$ cat config.mk
export PLATFORM = sky130hd
export DESIGN_NAME = rc_receiver_frame_decoder_flat
export DESIGN_NICKNAME = d
export VERILOG_FILES = /design/src/rtl/rcfd_pkg.sv /design/src/rtl/rcfd_stream_if.sv /design/src/rtl/rc_receiver_frame_decoder.sv /design/src/flat_wrapper.sv
export SDC_FILE = /design/constraint.sdc
export NUM_CORES = 1
export LEC_CHECK = 0
export BUFFER_PORTS_ARGS = -buffer_cell sky130_fd_sc_hd__buf_2
export CORE_ASPECT_RATIO = 0.8
export CORE_MARGIN = 4
export CORE_UTILIZATION = 50
export CTS_CLUSTER_DIAMETER = 150
export DETAILED_ROUTE_END_ITERATION = 6
export PLACE_DENSITY = 0.78
export SYNTH_ARGS = -nofsm -noshare
export SYNTH_HDL_FRONTEND = slang
export SYNTH_SLANG_ARGS = --single-unit
$ cat constraint.sdc
create_clock -name clk_i -period 15.8 [get_ports clk_i]
set_clock_uncertainty 0.1 [all_clocks]
set_input_delay 2.37 -clock clk_i [delete_from_list [all_inputs] [get_ports clk_i]]
set_output_delay 2.37 -clock clk_i [all_outputs]
set_load 0.05 [all_outputs]
$ cat src/rtl/rcfd_pkg.sv
// types and constants of the rc receiver frame decoder
// no dependencies; used by the top level, the checker and the testbench
package rcfd_pkg;

  localparam int unsigned STORE_DEPTH = 18;
  localparam int unsigned STORE_IDX_W = $clog2(STORE_DEPTH);
  localparam int unsigned CNT_W       = 6;
  localparam logic [CNT_W-1:0] COUNT_MAX = 6'd63;

  localparam int unsigned CH_W   = 11;
  localparam int unsigned VAL_W  = 12;
  localparam int unsigned NUM_CH = 5;

  localparam logic [CH_W-1:0] CH_RESET       = 11'd1024;
  localparam logic [3:0]      SWITCHES_RESET = 4'd5;
  localparam logic [CH_W-1:0] OFFSET_RESET   = 11'd1024;
  localparam logic [7:0]      DEADBAND_RESET = 8'd10;

  localparam int unsigned CFG_IDX_W  = 1;
  localparam int unsigned CFG_DATA_W = 11;
  localparam logic [CFG_IDX_W-1:0] CFG_CENTER_OFFSET = 1'd0;
  localparam logic [CFG_IDX_W-1:0] CFG_DEADBAND      = 1'd1;

  typedef struct packed {
    logic       func;
    logic [7:0] rx_byte;
  } in_item_t;

  typedef struct packed {
    logic [CFG_IDX_W-1:0]  index;
    logic [CFG_DATA_W-1:0] wdata;
  } cfg_item_t;

  typedef struct packed {
    logic                    frame_ok;
    logic signed [VAL_W-1:0] ch0_value;
    logic signed [VAL_W-1:0] ch1_value;
    logic signed [VAL_W-1:0] ch2_value;
    logic signed [VAL_W-1:0] ch3_value;
    logic signed [VAL_W-1:0] ch4_value;
    logic [3:0]              switches;
    logic signed [15:0]      mouse_x;
    logic signed [15:0]      mouse_y;
    logic [15:0]             mouse_buttons;
    logic [15:0]             key_mask;
    logic [16:0]             key_rise;
  } out_item_t;

endpackage

$ cat src/rtl/rcfd_stream_if.sv
// valid/ready channel carrying one payload of type T per transfer
// depends on nothing; payload types come from rcfd_pkg
interface rcfd_stream_if #(
  parameter type T = logic
) ();
  logic valid;
  logic ready;
  T     data;

  modport source (output valid, output data, input ready);
  modport sink   (input valid, input data, output ready);
endinterface

$ cat src/rtl/rc_receiver_frame_decoder.sv
// rc receiver frame decoder: stores frame bytes, unpacks on line idle
// latency: result valid the cycle after the idle transfer; data bytes give no result
// throughput: one transfer per cycle, held only while a result waits unread
// reset: count and held values to defaults, registers to their reset values
// frame store is not cleared at reset
module rc_receiver_frame_decoder
  import rcfd_pkg::*;
#(
  parameter int unsigned FRAME_BYTES = 18
) (
  input  logic                 clk_i,
  input  logic                 rst_ni,
  rcfd_stream_if.sink          in_i,
  rcfd_stream_if.sink          cfg_i,
  rcfd_stream_if.source        out_o
);

  localparam logic [CNT_W-1:0] FRAME_CNT = CNT_W'(FRAME_BYTES);

  logic [7:0]      store_q [STORE_DEPTH];
  logic [CNT_W-1:0] count_q, count_d;
  logic [CH_W-1:0] held_ch_q [NUM_CH];
  logic [3:0]      held_sw_q;
  logic [15:0]     held_mx_q, held_my_q, held_btn_q, held_keys_q;
  logic [CH_W-1:0] offset_q;
  logic [7:0]      deadband_q;
  logic            out_valid_q;
  out_item_t       out_data_q, out_data_d;

  logic            in_fire, data_fire, idle_fire, len_ok, frame_good;
  logic [CH_W-1:0] unp_ch [NUM_CH];
  logic [CH_W-1:0] sel_ch [NUM_CH];
  logic [VAL_W-1:0] cen_ch [NUM_CH];
  logic [3:0]      unp_sw, sel_sw;
  logic [15:0]     unp_mx, unp_my, unp_btn, unp_keys;
  logic [15:0]     sel_mx, sel_my, sel_btn, sel_keys;
  logic [16:0]     rise;

  function automatic logic [VAL_W-1:0] centred(input logic [CH_W-1:0] raw,
                                               input logic [CH_W-1:0] off,
                                               input logic [7:0] band);
    logic signed [VAL_W-1:0] diff;
    logic [VAL_W-1:0]        mag;
    diff = $signed({1'b0, raw}) - $signed({1'b0, off});
    mag  = diff[VAL_W-1] ? VAL_W'(-diff) : diff;
    if (mag < {4'b0, band}) begin
      return '0;
    end
    return diff;
  endfunction

  assign in_i.ready  = !out_valid_q || out_o.ready;
  assign cfg_i.ready = 1'b1;
  assign out_o.valid = out_valid_q;
  assign out_o.data  = out_data_q;

  assign in_fire    = in_i.valid && in_i.ready;
  assign data_fire  = in_fire && !in_i.data.func;
  assign idle_fire  = in_fire && in_i.data.func;
  assign len_ok     = (count_q == FRAME_CNT);
  assign frame_good = idle_fire && len_ok;

  // little-endian unpack of the stored frame
  always_comb begin
    unp_ch[0] = {store_q[1][2:0], store_q[0]};
    unp_ch[1] = {store_q[2][5:0], store_q[1][7:3]};
    unp_ch[2] = {store_q[4][0], store_q[3], store_q[2][7:6]};
    unp_ch[3] = {store_q[5][3:0], store_q[4][7:1]};
    unp_ch[4] = {store_q[17][2:0], store_q[16]};
    unp_sw    = store_q[5][7:4];
    unp_mx    = {store_q[7], store_q[6]};
    unp_my    = {store_q[9], store_q[8]};
    unp_btn   = {store_q[13], store_q[12]};
    unp_keys  = {store_q[15], store_q[14]};
  end

  always_comb begin
    for (int i = 0; i < NUM_CH; i++) begin
      sel_ch[i] = len_ok ? unp_ch[i] : held_ch_q[i];
      cen_ch[i] = centred(sel_ch[i], offset_q, deadband_q);
    end
    sel_sw   = len_ok ? unp_sw   : held_sw_q;
    sel_mx   = len_ok ? unp_mx   : held_mx_q;
    sel_my   = len_ok ? unp_my   : held_my_q;
    sel_btn  = len_ok ? unp_btn  : held_btn_q;
    sel_keys = len_ok ? unp_keys : held_keys_q;
    // rising edges only against the last good frame
    rise = '0;
    if (len_ok) begin
      rise[15:0] = ~held_keys_q & unp_keys;
      rise[16]   = (held_btn_q[7:0] == 8'd0) && (unp_btn[7:0] != 8'd0);
    end
  end

  always_comb begin
    out_data_d.frame_ok      = len_ok;
    out_data_d.ch0_value     = cen_ch[0];
    out_data_d.ch1_value     = cen_ch[1];
    out_data_d.ch2_value     = cen_ch[2];
    out_data_d.ch3_value     = cen_ch[3];
    out_data_d.ch4_value     = cen_ch[4];
    out_data_d.switches      = sel_sw;
    out_data_d.mouse_x       = sel_mx;
    out_data_d.mouse_y       = sel_my;
    out_data_d.mouse_buttons = sel_btn;
    out_data_d.key_mask      = sel_keys;
    out_data_d.key_rise      = rise;
  end

  always_comb begin
    count_d = count_q;
    if (idle_fire) begin
      count_d = '0;
    end else if (data_fire && (count_q < COUNT_MAX)) begin
      count_d = count_q + 1'b1;
    end
  end

  // bytes past the store are counted but dropped
  always_ff @(posedge clk_i) begin
    if (data_fire && (count_q < CNT_W'(STORE_DEPTH))) begin
      store_q[count_q[STORE_IDX_W-1:0]] <= in_i.data.rx_byte;
    end
  end

  always_ff @(posedge clk_i or negedge rst_ni) begin
    if (!rst_ni) begin
      count_q     <= '0;
      for (int i = 0; i < NUM_CH; i++) begin
        held_ch_q[i] <= CH_RESET;
      end
      held_sw_q   <= SWITCHES_RESET;
      held_mx_q   <= '0;
      held_my_q   <= '0;
      held_btn_q  <= '0;
      held_keys_q <= '0;
      offset_q    <= OFFSET_RESET;
      deadband_q  <= DEADBAND_RESET;
      out_valid_q <= 1'b0;
    end else begin
      count_q <= count_d;
      if (frame_good) begin
        for (int i = 0; i < NUM_CH; i++) begin
          held_ch_q[i] <= unp_ch[i];
        end
        held_sw_q   <= unp_sw;
        held_mx_q   <= unp_mx;
        held_my_q   <= unp_my;
        held_btn_q  <= unp_btn;
        held_keys_q <= unp_keys;
      end
      if (cfg_i.valid) begin
        case (cfg_i.data.index)
          CFG_CENTER_OFFSET: offset_q   <= cfg_i.data.wdata[CH_W-1:0];
          CFG_DEADBAND:      deadband_q <= cfg_i.data.wdata[7:0];
          default: ;
        endcase
      end
      if (idle_fire) begin
        out_valid_q <= 1'b1;
      end else if (out_o.ready) begin
        out_valid_q <= 1'b0;
      end
    end
  end

  always_ff @(posedge clk_i) begin
    if (idle_fire) begin
      out_data_q <= out_data_d;
    end
  end

endmodule

$ cat src/flat_wrapper.sv
// flat-port wrapper written by rule: the top's interface ports become plain ports
module rc_receiver_frame_decoder_flat import rcfd_pkg::*;
#(
  parameter int unsigned FRAME_BYTES = 18
)
  (clk_i, rst_ni, in_i_valid, in_i_data, in_i_ready, cfg_i_valid, cfg_i_data, cfg_i_ready, out_o_valid, out_o_data, out_o_ready);
  rcfd_stream_if #(.T(in_item_t)) in_i_i ();
  rcfd_stream_if #(.T(cfg_item_t)) cfg_i_i ();
  rcfd_stream_if #(.T(out_item_t)) out_o_i ();
  input  logic clk_i;
  input  logic rst_ni;
  input wire logic [$bits(in_i_i.valid)-1:0] in_i_valid;
  input wire logic [$bits(in_i_i.data)-1:0] in_i_data;
  output wire logic [$bits(in_i_i.ready)-1:0] in_i_ready;
  input wire logic [$bits(cfg_i_i.valid)-1:0] cfg_i_valid;
  input wire logic [$bits(cfg_i_i.data)-1:0] cfg_i_data;
  output wire logic [$bits(cfg_i_i.ready)-1:0] cfg_i_ready;
  output wire logic [$bits(out_o_i.valid)-1:0] out_o_valid;
  output wire logic [$bits(out_o_i.data)-1:0] out_o_data;
  input wire logic [$bits(out_o_i.ready)-1:0] out_o_ready;
  assign in_i_i.valid = in_i_valid;
  assign in_i_i.data = in_i_data;
  assign in_i_ready = in_i_i.ready;
  assign cfg_i_i.valid = cfg_i_valid;
  assign cfg_i_i.data = cfg_i_data;
  assign cfg_i_ready = cfg_i_i.ready;
  assign out_o_valid = out_o_i.valid;
  assign out_o_data = out_o_i.data;
  assign out_o_i.ready = out_o_ready;
  rc_receiver_frame_decoder #(.FRAME_BYTES(FRAME_BYTES)) u_core (.clk_i(clk_i), .rst_ni(rst_ni), .in_i(in_i_i), .cfg_i(cfg_i_i), .out_o(out_o_i));
endmodule
# Yosys cells after proc, flatten, opt, wreduce, memory -nomap -nowiden
# Memory sizes are Yosys's and may differ from the RTL's.
# Cells that the tools add are included.
# Widths: inputs -> output; s select.
[word_totals]
register_bits = 295
mem_bits_rw = 144
in_bits = 26
output_inout_bits = 149
elab_cells = 101
n_memories = 1
[op_classes]
add_sub_neg = 11
n_lt_le_gt_ge = 7
n_eq_ne = 1
n_mux = 36
bitwise = 3
n_reduce_logical = 16
[memory_table]
columns = ["memory", "words", "width", "read_ports", "rd_clocked_by_memory_dff", "wr", "line", "text"]
rows = [
  ["u_core.store_q", 18, 8, 16, 0, 1, "rc_receiver_frame_decoder.sv:20", "logic [7:0] store_q [STORE_DEPTH];"],
]
[ops]
columns = ["cell", "count"]
rows = [
  ["$mux 12", 15],
  ["$mux 16", 4],
  ["$lt 12x8->1", 5],
  ["$neg 12->12", 5],
  ["$sub 11x11->12", 5],
  ["$mux 11", 5],
  ["$and 16x16->16", 1],
  ["$not 16->16", 1],
  ["$mux 6", 2],
  ["$mux 1", 9],
  ["$logic_not 8->1", 1],
  ["$reduce_bool 8->1", 1],
  ["$logic_and 1x1->1", 7],
  ["$add 6x1->6 const B", 1],
  ["$eq 6x5->1 const B", 1],
  ["$lt 6x5->1 const B", 1],
  ["$lt 6x6->1 const B", 1],
  ["$mux 4", 1],
  ["$reduce_and 2->1", 2],
  ["$reduce_bool 2->1", 2],
  ["$logic_not 1->1", 2],
  ["$logic_or 1x1->1", 1],
  ["$not 1->1", 1],
]

# Logic depth before layout (Yosys ltp)
[depth]
word_depth = 8
ltp_mapped = 29
depth_no_buf = 26

# Least setup slack after synthesis
# OpenSTA, ideal clock, no wires.
[synth_path]
kind = "input to register"
from = "input out_o_ready"
to = "register u_core.out_data_q (netlist bit u_core.out_o.data[0]), enable pin"
setup_ns = 0.501
arrival_ns = 6.018
required_ns = 15.199
setup_slack_ns = 9.181
cell_stages = 3
n_path_buf = 0
path_cell_list = "nand2b_1 -> nand3_1 -> inv_1"
[synth_between]
elab_chain_len = 3
[synth_rtl]
columns = ["element", "line", "text"]
rows = [
  ["start, declared", "flat_wrapper.sv:20", "input wire logic [$bits(out_o_i.ready)-1:0] out_o_ready;"],
  ["$logic_or 1x1->1", "rc_receiver_frame_decoder.sv:52", "assign in_i.ready = !out_valid_q || out_o.ready;"],
  ["$logic_and 1x1->1", "rc_receiver_frame_decoder.sv:57", "assign in_fire = in_i.valid && in_i.ready;"],
  ["$logic_and 1x1->1", "rc_receiver_frame_decoder.sv:59", "assign idle_fire = in_fire && in_i.data.func;"],
  ["via u_core.idle_fire", "rc_receiver_frame_decoder.sv:30", "logic in_fire, data_fire, idle_fire, len_ok, frame_good;"],
  ["end signal, assigned", "rc_receiver_frame_decoder.sv:169", "out_data_q <= out_data_d;"],
  ["end, declared", "rc_receiver_frame_decoder.sv:28", "out_item_t out_data_q, out_data_d;"],
]
# The timed path passes the listed nets, and every way through them passes these cells.
# A chain may end at the register's enable or synchronous reset.

# Worst setup path in the final report
[layout_path]
from = "register u_core.count_q[0]"
to = "register u_core.out_data_q (netlist bit u_core.out_o.data[138]), data pin"
[layout_between]
elab_chain_len = 8
[layout_rtl]
columns = ["element", "line", "text"]
rows = [
  ["start, declared", "rc_receiver_frame_decoder.sv:21", "logic [CNT_W-1:0] count_q, count_d;"],
  ["start signal, assigned", "rc_receiver_frame_decoder.sv:141", "count_q <= count_d;"],
  ["$eq 6x5->1 *", "rc_receiver_frame_decoder.sv:60", "assign len_ok = (count_q == FRAME_CNT);"],
  ["$mux 11 *", "rc_receiver_frame_decoder.sv:79", "sel_ch[i] = len_ok ? unp_ch[i] : held_ch_q[i];"],
  ["$sub 11x11->12 *", "rc_receiver_frame_decoder.sv:44", "diff = $signed({1'b0, raw}) - $signed({1'b0, off});"],
  ["$neg 12->12", "rc_receiver_frame_decoder.sv:45", "mag = diff[VAL_W-1] ? VAL_W'(-diff) : diff;"],
  ["$mux 12", "rc_receiver_frame_decoder.sv:45", ""],
  ["$lt 12x8->1", "rc_receiver_frame_decoder.sv:46", "if (mag < {4'b0, band}) begin"],
  ["$mux 1", "rc_receiver_frame_decoder.sv:46", ""],
  ["$mux 12 *", "rc_receiver_frame_decoder.sv:49", "return diff;"],
]
# Every way passes the cells marked *; elsewhere a longest branch is shown, timed or not.

==> flow_summary_export.csv <==
group,metric,value,unit
worst_setup_path,required,15.96,ns
detailed_routing,drtAntennaViolNets,0,
floorplanning,fp.dieH,188,um
synth,synth_common_cells,"411 x nand2_1, 269 x edfxtp_1, 139 x dfrtp_1",
synth,synth-edff-count,269,
global_routing,grtUsageTotal,20.9,%
clock_network,cts_tree,"built",
detailed_routing,wl,46.7,mm
timing,maxSlewViolCount,0,
timing,hold_viol_final,0,
synth,syn_area,20300,um^2
floorplanning,core_area,39800,um^2
detailed_routing,routed_via_density,5.55,
floorplanning,die_x,233,um
worst_setup_path,crit_start,"u_core.count_q[0]",
synth,ys_types,79,
worst_setup_path,path_max_fanout,70,
worst_setup_path,rr_worst_depth,25,
worst_setup_path,startpoint_type,"flip-flop",
timing,worst_slew_pin_slew,1.12,ns
cells_and_area,drive_gt1_share,21.1,%
synth,synth_top_area_share,39.8,%
cells_and_area,nets,2053,
detailed_routing,firstDrtPassIters,5,
power_and_ir_drop,power_density,118,nW/um^2
synth,async_reset_ff_share,35.6,%
floorplanning,ios,175,
placed_design,io_buffers,173,
clock_network,cts.clk_slew.worst_paths,0.06,ns
synth,synth_seq_area_share,58.3,%
worst_setup_path,crit_arrival,7.63,ns
timing,setup_viol,0,
cells_and_area,fill_cells,3201,
power_and_ir_drop,power.leakage,10.1,nW
placed_design,gp_congestion,0.901,
worst_setup_path,regToRegSetupSlack,8.34,ns
timing,setup_ws,8.34,ns
worst_setup_path,slowest_delay,0.73,ns
job,drv_cap,0,
power_and_ir_drop,power,0.00271,W
worst_setup_path,crit_end,"u_core.out_o.data[138]",
cells_and_area,final_util,57.9,%
timing,period_share,47.2,%
detailed_routing,drc,0,
global_routing,grt_pass1_vias,13800,
global_routing,grt_max_degree,96,
worst_setup_path,cp_slowest_cell,"buf_4",
synth,yosysMostFrequentCell,"nand2_1",
clock_network,cts_root_buf,"clkbuf_16",
clock_network,ctsHoldBuffers,0,
clock_network,cts_resized,0,
status,status,"completed",
worst_hold_path,min_path_type,"flip-flop to flip-flop",
timing,slew_headroom,25.2,%
worst_setup_path,r2r-start,"u_core.count_q[0]",
timing,totalNegativeSetupSlack,0,ns
cells_and_area,area_growth,13.6,%
power_and_ir_drop,vdd_drop_max,0.0683,mV
floorplanning,placementRows,65,
floorplanning,initial_core_util,51.0,%
synth,ys.flop_type,"edfxtp_1",
detailed_routing,vias,13800,
placed_design,hpwl,31.6,mm
timing,fmax,134,MHz
global_routing,antenna_found_initial,0,
detailed_routing,avgRoutedWirePerCell,18.7,um
clock_network,htree_levels,2,
clock_network,cts_buffers,43,
clock_network,worstSkewPairLatency,0.54,ns
detailed_routing,drtIter0Drc,1106,
clock_network,post_cts.repair.setup_buffers,0,
synth,yosys.area.top_type,"edfxtp_1",
clock_network,clk_path_buf_depth,3,
timing,grt_setup_unrepaired,"false",
worst_setup_path,crit_type,"flip-flop to flip-flop",
cells_and_area,diodes,0,
placed_design,dp_slack,8.44,ns
synth,syn_nets,1884,
worst_setup_path,crit_path_end_kind,"flip-flop",
synth,syn_inst,1754,
floorplanning,die-area,43800,um^2
global_routing,grt-ovfl-total,0,
worst_setup_path,r2r-end,"u_core.out_o.data[138]",
synth,ys_top_cells_by_area,"edfxtp_1 40%, dfrtp_1 17%, nand2_1 7.6%",
synth,synth_warnings,0,
global_routing,grt_pass1_wl,73.1,mm
synth,synth.avg_cell_area,11.6,um^2
clock_network,clock-sinks,418,
timing,period_minus_slack,7.46,ns
synth,ys_ff_latch,418,
## per-stage QoR
stage | hold slack (ns) | std cells | instance area [um^2]
after global routing | 0.416 | 2493 | 23000
after CTS | 0.405 | 2492 | 23000
after global placement | 0.384 | 2413 | 21700
after detailed placement | 0.393 | 2413 | 21700
final | 0.405 | 2493 | 23000
after floorplan | 0.379 | 1754 | 20300
## state kept, by name, indices dropped and copies added, names as in the netlist
signal              flops
u_core.held_sw_q        4
u_core.out_o.valid      1
u_core.store_q        123
u_core.held_keys_q     16
u_core.held_btn_q      16
u_core.count_q          6
u_core.held_mx_q       16
u_core.out_o.data     146
u_core.deadband_q       8
u_core.held_my_q       16
u_core.held_ch_q       55
u_core.offset_q        11
## final cells by class
class | instances | area (um^2) | share of cell area (%)
clock buffer | 64 | 1230 | 5.32
clock inverter | 15 | 134 | 0.581
inverter | 39 | 154 | 0.668
multi-input combinational | 1240 | 8110 | 35.2
sequential | 418 | 11800 | 51.3
tap | 536 | 671 | 2.91
timing repair buffer | 181 | 930 | 4.04
## critical path: cells and delay by family (launching register included)
kind / cells / cell delay, ns
compound gates: 10 / 2.21
flops: 1 / 0.43
buf+inv: 4 / 1.54
fa+ha+maj: 3 / 0.77
simple gates: 8 / 2.09
## where the power goes
part,internal (W),leakage (nW),switching [W]
clock,0.000558,0.665,0.000414
combinational,0.000165,4.88,0.000335
sequential,0.00122,4.51,0.0000163
## worst min path at each step
stage	from	endpoint	slack [ns]	cells past startpoint
floorplan	u_core.deadband_q[2]	u_core.deadband_q[2]	0.38	1
global placement	u_core.store_q[9][6]	u_core.held_my_q[14]	0.38	1
detailed placement	u_core.store_q[16][7]	u_core.held_ch_q[7]	0.39	1
CTS	u_core.store_q[0][4]	u_core.held_ch_q[48]	0.41	1
global route	u_core.store_q[0][4]	u_core.held_ch_q[48]	0.42	1
finish	u_core.held_btn_q[15]	u_core.held_btn_q[15]	0.41	1
## routing by layer
layer  track usage [%]  vias up  routed length, um
met3              3.75       63               2610
met4              4.76        0                901
met2              34.0      369              21900
met5                 0        -                  0
li1                  -     6557                  -
met1              29.5     6845              21300
## cells in the final DEF, fill, tap and decap left out, drive strengths merged, types with 13 or more instances in the layout
master and instances:
o21a 18, nor3b 22, nand3 20, nand2 411, xor2 26, ha 99
inv 41, mux2 132, or3 13, o21ai 46, nor3 26, xnor2 37
a21oi 51, nor2 135, nor2b 32, clkbuf 64, buf 181, edfxtp 269
dfrtp 139, a21o 13
## logic make-up after synthesis
group | after synthesis | share of synthesized area [%]
other | 1 | 0.0185
flip-flops | 418 | 58.3
AND/OR/NAND/NOR | 719 | 15.5
XOR/XNOR | 63 | 2.72
buffers and inverters | 96 | 1.81
AO/OA/AOI/OAI | 211 | 7.17
adder cells (fa/ha/maj) | 104 | 6.60
multiplexers | 142 | 7.83
(Power assumes the default switching activity.)
